<file path="src/rtl/fpr_pkg.sv">
// Shared types and constants for the fractional PLL rate planner.
`timescale 1ns / 1ps
package fpr_pkg;
	localparam int FRAC_BITS_DEF = 32;
	localparam int BAND_ENTRIES = 2;
	localparam int TARGET_W = 34;
	localparam int REF_W = 32;
	localparam int REG_FIELD_BITS = 40;
	localparam int LOW_FRAC_W = 16;
	localparam int CFG_IDX_W = 3;
	localparam int CFG_DATA_W = 34;

	typedef enum logic [CFG_IDX_W-1:0] {
		REG_ALPHA16  = 3'd0,
		REG_BAND_CNT = 3'd1,
		REG_B0_MIN   = 3'd2,
		REG_B0_MAX   = 3'd3,
		REG_B0_CODE  = 3'd4,
		REG_B1_MIN   = 3'd5,
		REG_B1_MAX   = 3'd6,
		REG_B1_CODE  = 3'd7
	} fpr_reg_t;

	typedef struct packed {
		logic                  mode;
		logic [TARGET_W-1:0]   target;
		logic [REF_W-1:0]      ref_rate;
		logic [31:0]           mult_in;
		logic [31:0]           frac_low;
		logic [7:0]            frac_high;
		logic                  frac_en;
	} fpr_side_t;

	typedef struct packed {
		logic                         alpha16;
		logic [1:0]                   band_count;
		logic [1:0][TARGET_W-1:0]     band_min;
		logic [1:0][TARGET_W-1:0]     band_max;
		logic [1:0][1:0]              band_code;
	} fpr_cfg_t;
endpackage

</file>
<file path="src/rtl/fpr_div_cell.sv">
// One restoring division step of the divider chain.
`timescale 1ns / 1ps
module fpr_div_cell import fpr_pkg::*; #(
	parameter int NUM_W = 66,
	parameter bit SPLIT = 1'b0
) (
	input  logic             clk,
	input  logic             arst_n,
	input  logic             en,
	input  logic             valid_i,
	input  fpr_side_t        side_i,
	input  logic [REF_W-1:0] rem_i,
	input  logic [NUM_W-1:0] nq_i,
	input  logic             exact_i,
	output logic             valid_o,
	output fpr_side_t        side_o,
	output logic [REF_W-1:0] rem_o,
	output logic [NUM_W-1:0] nq_o,
	output logic             exact_o
);
	logic [REF_W:0]   rs;
	logic             ge;
	logic [REF_W-1:0] rem_n;

	assign rs = {rem_i, nq_i[NUM_W-1]};
	assign ge = rs >= {1'b0, side_i.ref_rate};
	assign rem_n = ge ? REF_W'(rs - {1'b0, side_i.ref_rate}) : rs[REF_W-1:0];

	always_ff @(posedge clk or negedge arst_n) begin
		if (!arst_n) begin
			valid_o <= 1'b0;
		end else if (en) begin
			valid_o <= valid_i;
		end
	end

	always_ff @(posedge clk) begin
		if (en) begin
			side_o  <= side_i;
			rem_o   <= rem_n;
			nq_o    <= {nq_i[NUM_W-2:0], ge};
			exact_o <= SPLIT ? (rem_n == '0) : exact_i;
		end
	end
endmodule

</file>
<file path="config.mk">
export PLATFORM = sky130hd
export DESIGN_NAME = fpr_div_cell
export DESIGN_NICKNAME = d
export VERILOG_FILES = /design/src/rtl/fpr_pkg.sv /design/src/rtl/fpr_div_cell.sv
export SDC_FILE = /design/constraint.sdc
export NUM_CORES = 1
export LEC_CHECK = 0
export BUFFER_PORTS_ARGS = -buffer_cell sky130_fd_sc_hd__buf_2
export CELL_PAD_IN_SITES_DETAIL_PLACEMENT = 0
export CELL_PAD_IN_SITES_GLOBAL_PLACEMENT = 1
export CORE_AREA = 5 5 184 186
export DETAILED_ROUTE_END_ITERATION = 8
export DIE_AREA = 0 0 189 191
export GPL_TIMING_DRIVEN = 0
export PLACE_DENSITY = 0.77
export SLEW_MARGIN = 20
export SYNTH_ARGS = -nofsm -noshare
export SYNTH_HDL_FRONTEND = slang
export SYNTH_SLANG_ARGS = --single-unit
</file>
<file path="constraint.sdc">
create_clock -name clk -period 2.2 [get_ports clk]
set_input_delay 0.55 -clock clk [delete_from_list [all_inputs] [get_ports clk]]
set_output_delay 0.55 -clock clk [all_outputs]
set_load 0.01 [all_outputs]
</file>
==> summary.md <==
| Metric | Value |
|---|---|
| Syn Area/Cell | approximately 16 sq um |
| Setup TNS | -19.64 ns |
| Core Box Area | 32,100 sq um |
| Status | finished with violations |
| FMAX | approximately 0.35 GHz |
| Yosys reg bits | 240 |
| Commonest non-fill, non-tap cell in the layout | buf_2 |
| Period utilization | 129% |
| Max Root-Sink Buffers | 3 |
| Post-DP HPWL | ~25,000 um |
| Synth top area share | between 70% and 80% |
| Sequential area share after synthesis | approximately 76% |
| Worst-path clk slew | ~0.060 ns |
| Hold path start | side_i[118] |
| Syn Std Cell Area | approximately 9400 sq um |
| Die W | about 190 um |
| Worst setup margin | -0.641 ns |
| Total of max-cap violations | 0 |
| Total Wirelength | between 30,000 and 40,000 um |
| Leak | around 6.1 nW |
| H-tree levels | 1 |
| Clock buffer count from CTS | 26 |
| Setup crit start kind | input port |
| First-pass GRT wire length | approximately 44,000 um |
| Initial Util | 29.3% |
| Worst IR Drop VDD | 535 uV |
| Worst R2R Path Depth | 1 |
| Commonest cells after routing, fill and taps aside | 470 x buf_2, 239 x edfxtp_1, 50 x a21oi_1 |
| Violated checks | setup timing |
| RSZ-0062 raised after global routing | yes |
| Total GRT Usage | between 10% and 20% |
| Layout cells sized above 1 | approximately 56% |
| Drc violations | 0 |
| M1 WL | approximately 12,000 um |
| Nets | 1,405 |
| Initial antenna violation count | 6 |
| Initial DRC Count | approximately 290 |
| I/O pin cnt | 483 |
| Reg2reg setup slack | between 1 and 1.5 ns |
| WS Path Type | in2reg |
| Worst Path Max Fanout | 6 |
| R2R Path End | valid_o$_DFFE_PN0P_ |
| RD Place Congestion | 0.853 |
| Die Height | 191 um |
| WL met2 | ~16,000 um |
| Ys async rst share | less than 1% |
| Synth area leader | edfxtp_1 |
| Row count | 66 |
| Synth-to-Final Area Change | 50.3% |
| Metal3 WL | between 2000 and 3000 um |
| Slew @ Worst Pin | 0.492 ns |
| WP data required | around 2.5 ns |
| Pwr/cell area | approximately 860 nW/um^2 |
| Count of flip-flops with a built-in enable after synthesis | 239 |
| Top post-synthesis cells by area | edfxtp_1 76%, ha_1 4.2%, a21oi_1 3.0% |
| Hold endpoint | side_o[118]$_DFFE_PP_ |
| TritonCTS clock tree | yes |
| Die Footprint | roughly 36,000 sq um |
| Final slew viol count | 0 |
| Worst Skew | 0 ns |
| Critical path startpoint | rem_i[9] |
| ANT nets after route | 0 |
| DRT Pass-1 Iters | 6 |
| CTS sink cnt | 240 |
| Detailed-route via count | 7,116 |
| Pre-CTS setup slack | -1.81 ns |
| Hold depth | 1 |
| Wire per inst | between 20 and 25 um |
| Post-Synthesis Cells | between 500 and 600 |
| Slew headroom | about two thirds |
| DR top layer | met5 |
| Largest net degree at the start of global routing | 98 |
| R2r startpoint | valid_o$_DFFE_PN0P_ |
| Number of global-route vias before repair | 7,082 |
| CTS root buf | clkbuf_16 |
| Total power draw | between 10 and 15 mW |
| DR vias/cell | around 4.6 |
| Final setup fails | 33 |
| Total gr overflow | 0 |
| Number of synthesis warnings | 0 |
| Ys flop type | edfxtp_1 |
| Syn Nets | 862 |
| Tmin final | 2.84 ns |
| HP Class | in2reg |
| Critical path data arrival time | approximately 3.1 ns |
| Final hold vios | 0 |
| Crit end category | register |
| PortBufs | a little under 500 |
| Worst-Skew Late Latency | 0.53 ns |
| Synth unique cells | between 40 and 50 |
==> per-layer routing <==
metal | global-route usage (%) | vias up
li1 | - | 3316
met1 | 18.3 | 3462
met2 | 28.9 | 286
met3 | 4.97 | 50
met4 | 5.52 | 2
met5 | 0 | -
==> worst max path at each step <==
stage	to	slack (ns)	depth (start not counted)
after floorplan	rem_o[13]$_DFFE_PP_	-1.01	12
after global placement	valid_o$_DFFE_PN0P_	-2.80	2
after detailed placement	rem_o[19]$_DFFE_PP_	-1.81	14
after CTS	rem_o[8]$_DFFE_PP_	-0.73	15
after global routing	rem_o[15]$_DFFE_PP_	-0.68	15
final	rem_o[8]$_DFFE_PP_	-0.64	14
==> metrics by stage <==
stage	hold slack (ns)	area, sq um	std cells	util [%]
floorplan	0.254	9590	586	-
global placement	0.340	12500	1476	38.9
detailed placement	0.343	12600	1478	39.1
CTS	0.159	13800	1543	43.0
global route	0.149	14200	1559	44.1
finish	0.193	14200	1562	44.1
==> critical path, cell delays in order <==
cell	delay (ns)
buf_2	0.12
ha_4	0.26
buf_8	0.11
nand2_4	0.05
or4_4	0.54
a21oi_4	0.15
nor3_4	0.07
a211oi_2	0.21
buf_4	0.16
o21ai_4	0.07
o31ai_4	0.18
buf_6	0.16
buf_8	0.14
mux2_4	0.31
==> cell usage after synthesis, types with 2 or more instances <==
| library cell | number |
|---|---|
| a31oi_1 | 5 |
| and2_1 | 2 |
| nand2_1 | 26 |
| buf_2 | 8 |
| a211oi_1 | 3 |
| edfxtp_1 | 239 |
| o21ai_0 | 16 |
| mux2_2 | 7 |
| mux2_1 | 4 |
| o22ai_1 | 2 |
| xor2_1 | 12 |
| nor2b_1 | 3 |
| clkbuf_1 | 6 |
| nor4_1 | 4 |
| ha_1 | 32 |
| nor2_1 | 35 |
| nand4_1 | 8 |
| o21a_1 | 6 |
| and4_1 | 2 |
| a21o_1 | 12 |
| inv_1 | 38 |
| nor3_1 | 2 |
| a21oi_1 | 56 |
| nand3_1 | 8 |
| buf_4 | 3 |
| o211ai_1 | 4 |
| a2bb2oi_1 | 2 |
| or4_1 | 2 |
| nand2b_1 | 3 |
| o21bai_1 | 3 |
| xnor2_1 | 15 |
==> final cells by class <==
cell class | instances | area, sq um
inverters | 38 | 160
clock inverters | 19 | 226
fillers | 2931 | 18000
flip-flops and latches | 240 | 7200
diodes | 5 | 12.5
multi-input cells | 290 | 2380
well taps | 408 | 510
repair buffers | 522 | 2870
plain buffers | 11 | 110
clock buffers | 29 | 683
==> cell families (layout without fill, tap and decap cells) <==
kind of cell	after synthesis	count (layout)	synth area share [%]
AO/OA/AOI/OAI	119	119	7.77
buffers and inverters	56	619	2.47
XOR/XNOR	27	27	2.51
AND/OR/NAND/NOR	99	99	4.94
flip-flops	240	240	76.4
multiplexers	12	12	1.42
adder cells (fa/ha/maj)	33	33	4.46
other	0	5	0
==> registers in the layout (all words and copies together), names as in the netlist <==
register,cells
side_o,140
valid_o,1
rem_o,32
exact_o,1
nq_o,66
==> timing repair <==
| action | CTS | global route |
|---|---|---|
| gates cloned | 1 | 0 |
| endpoints found under the setup margin | 33 | 33 |
| hold buffers | 1 | 0 |
| gates resized for setup | 47 | 58 |
| buffers inserted | 18 | 20 |
| pin swaps | 14 | 27 |
| hold endpoints to repair | 1 | 0 |
==> power by group <==
part / switching [mW] / leakage, nW / internal [mW]
sequential: 0.0909 / 2.35 / 5.51
combinational: 1.13 / 3.34 / 0.916
clock: 1.75 / 0.451 / 2.82
No activity file was read; power rests on OpenSTA's default activity.
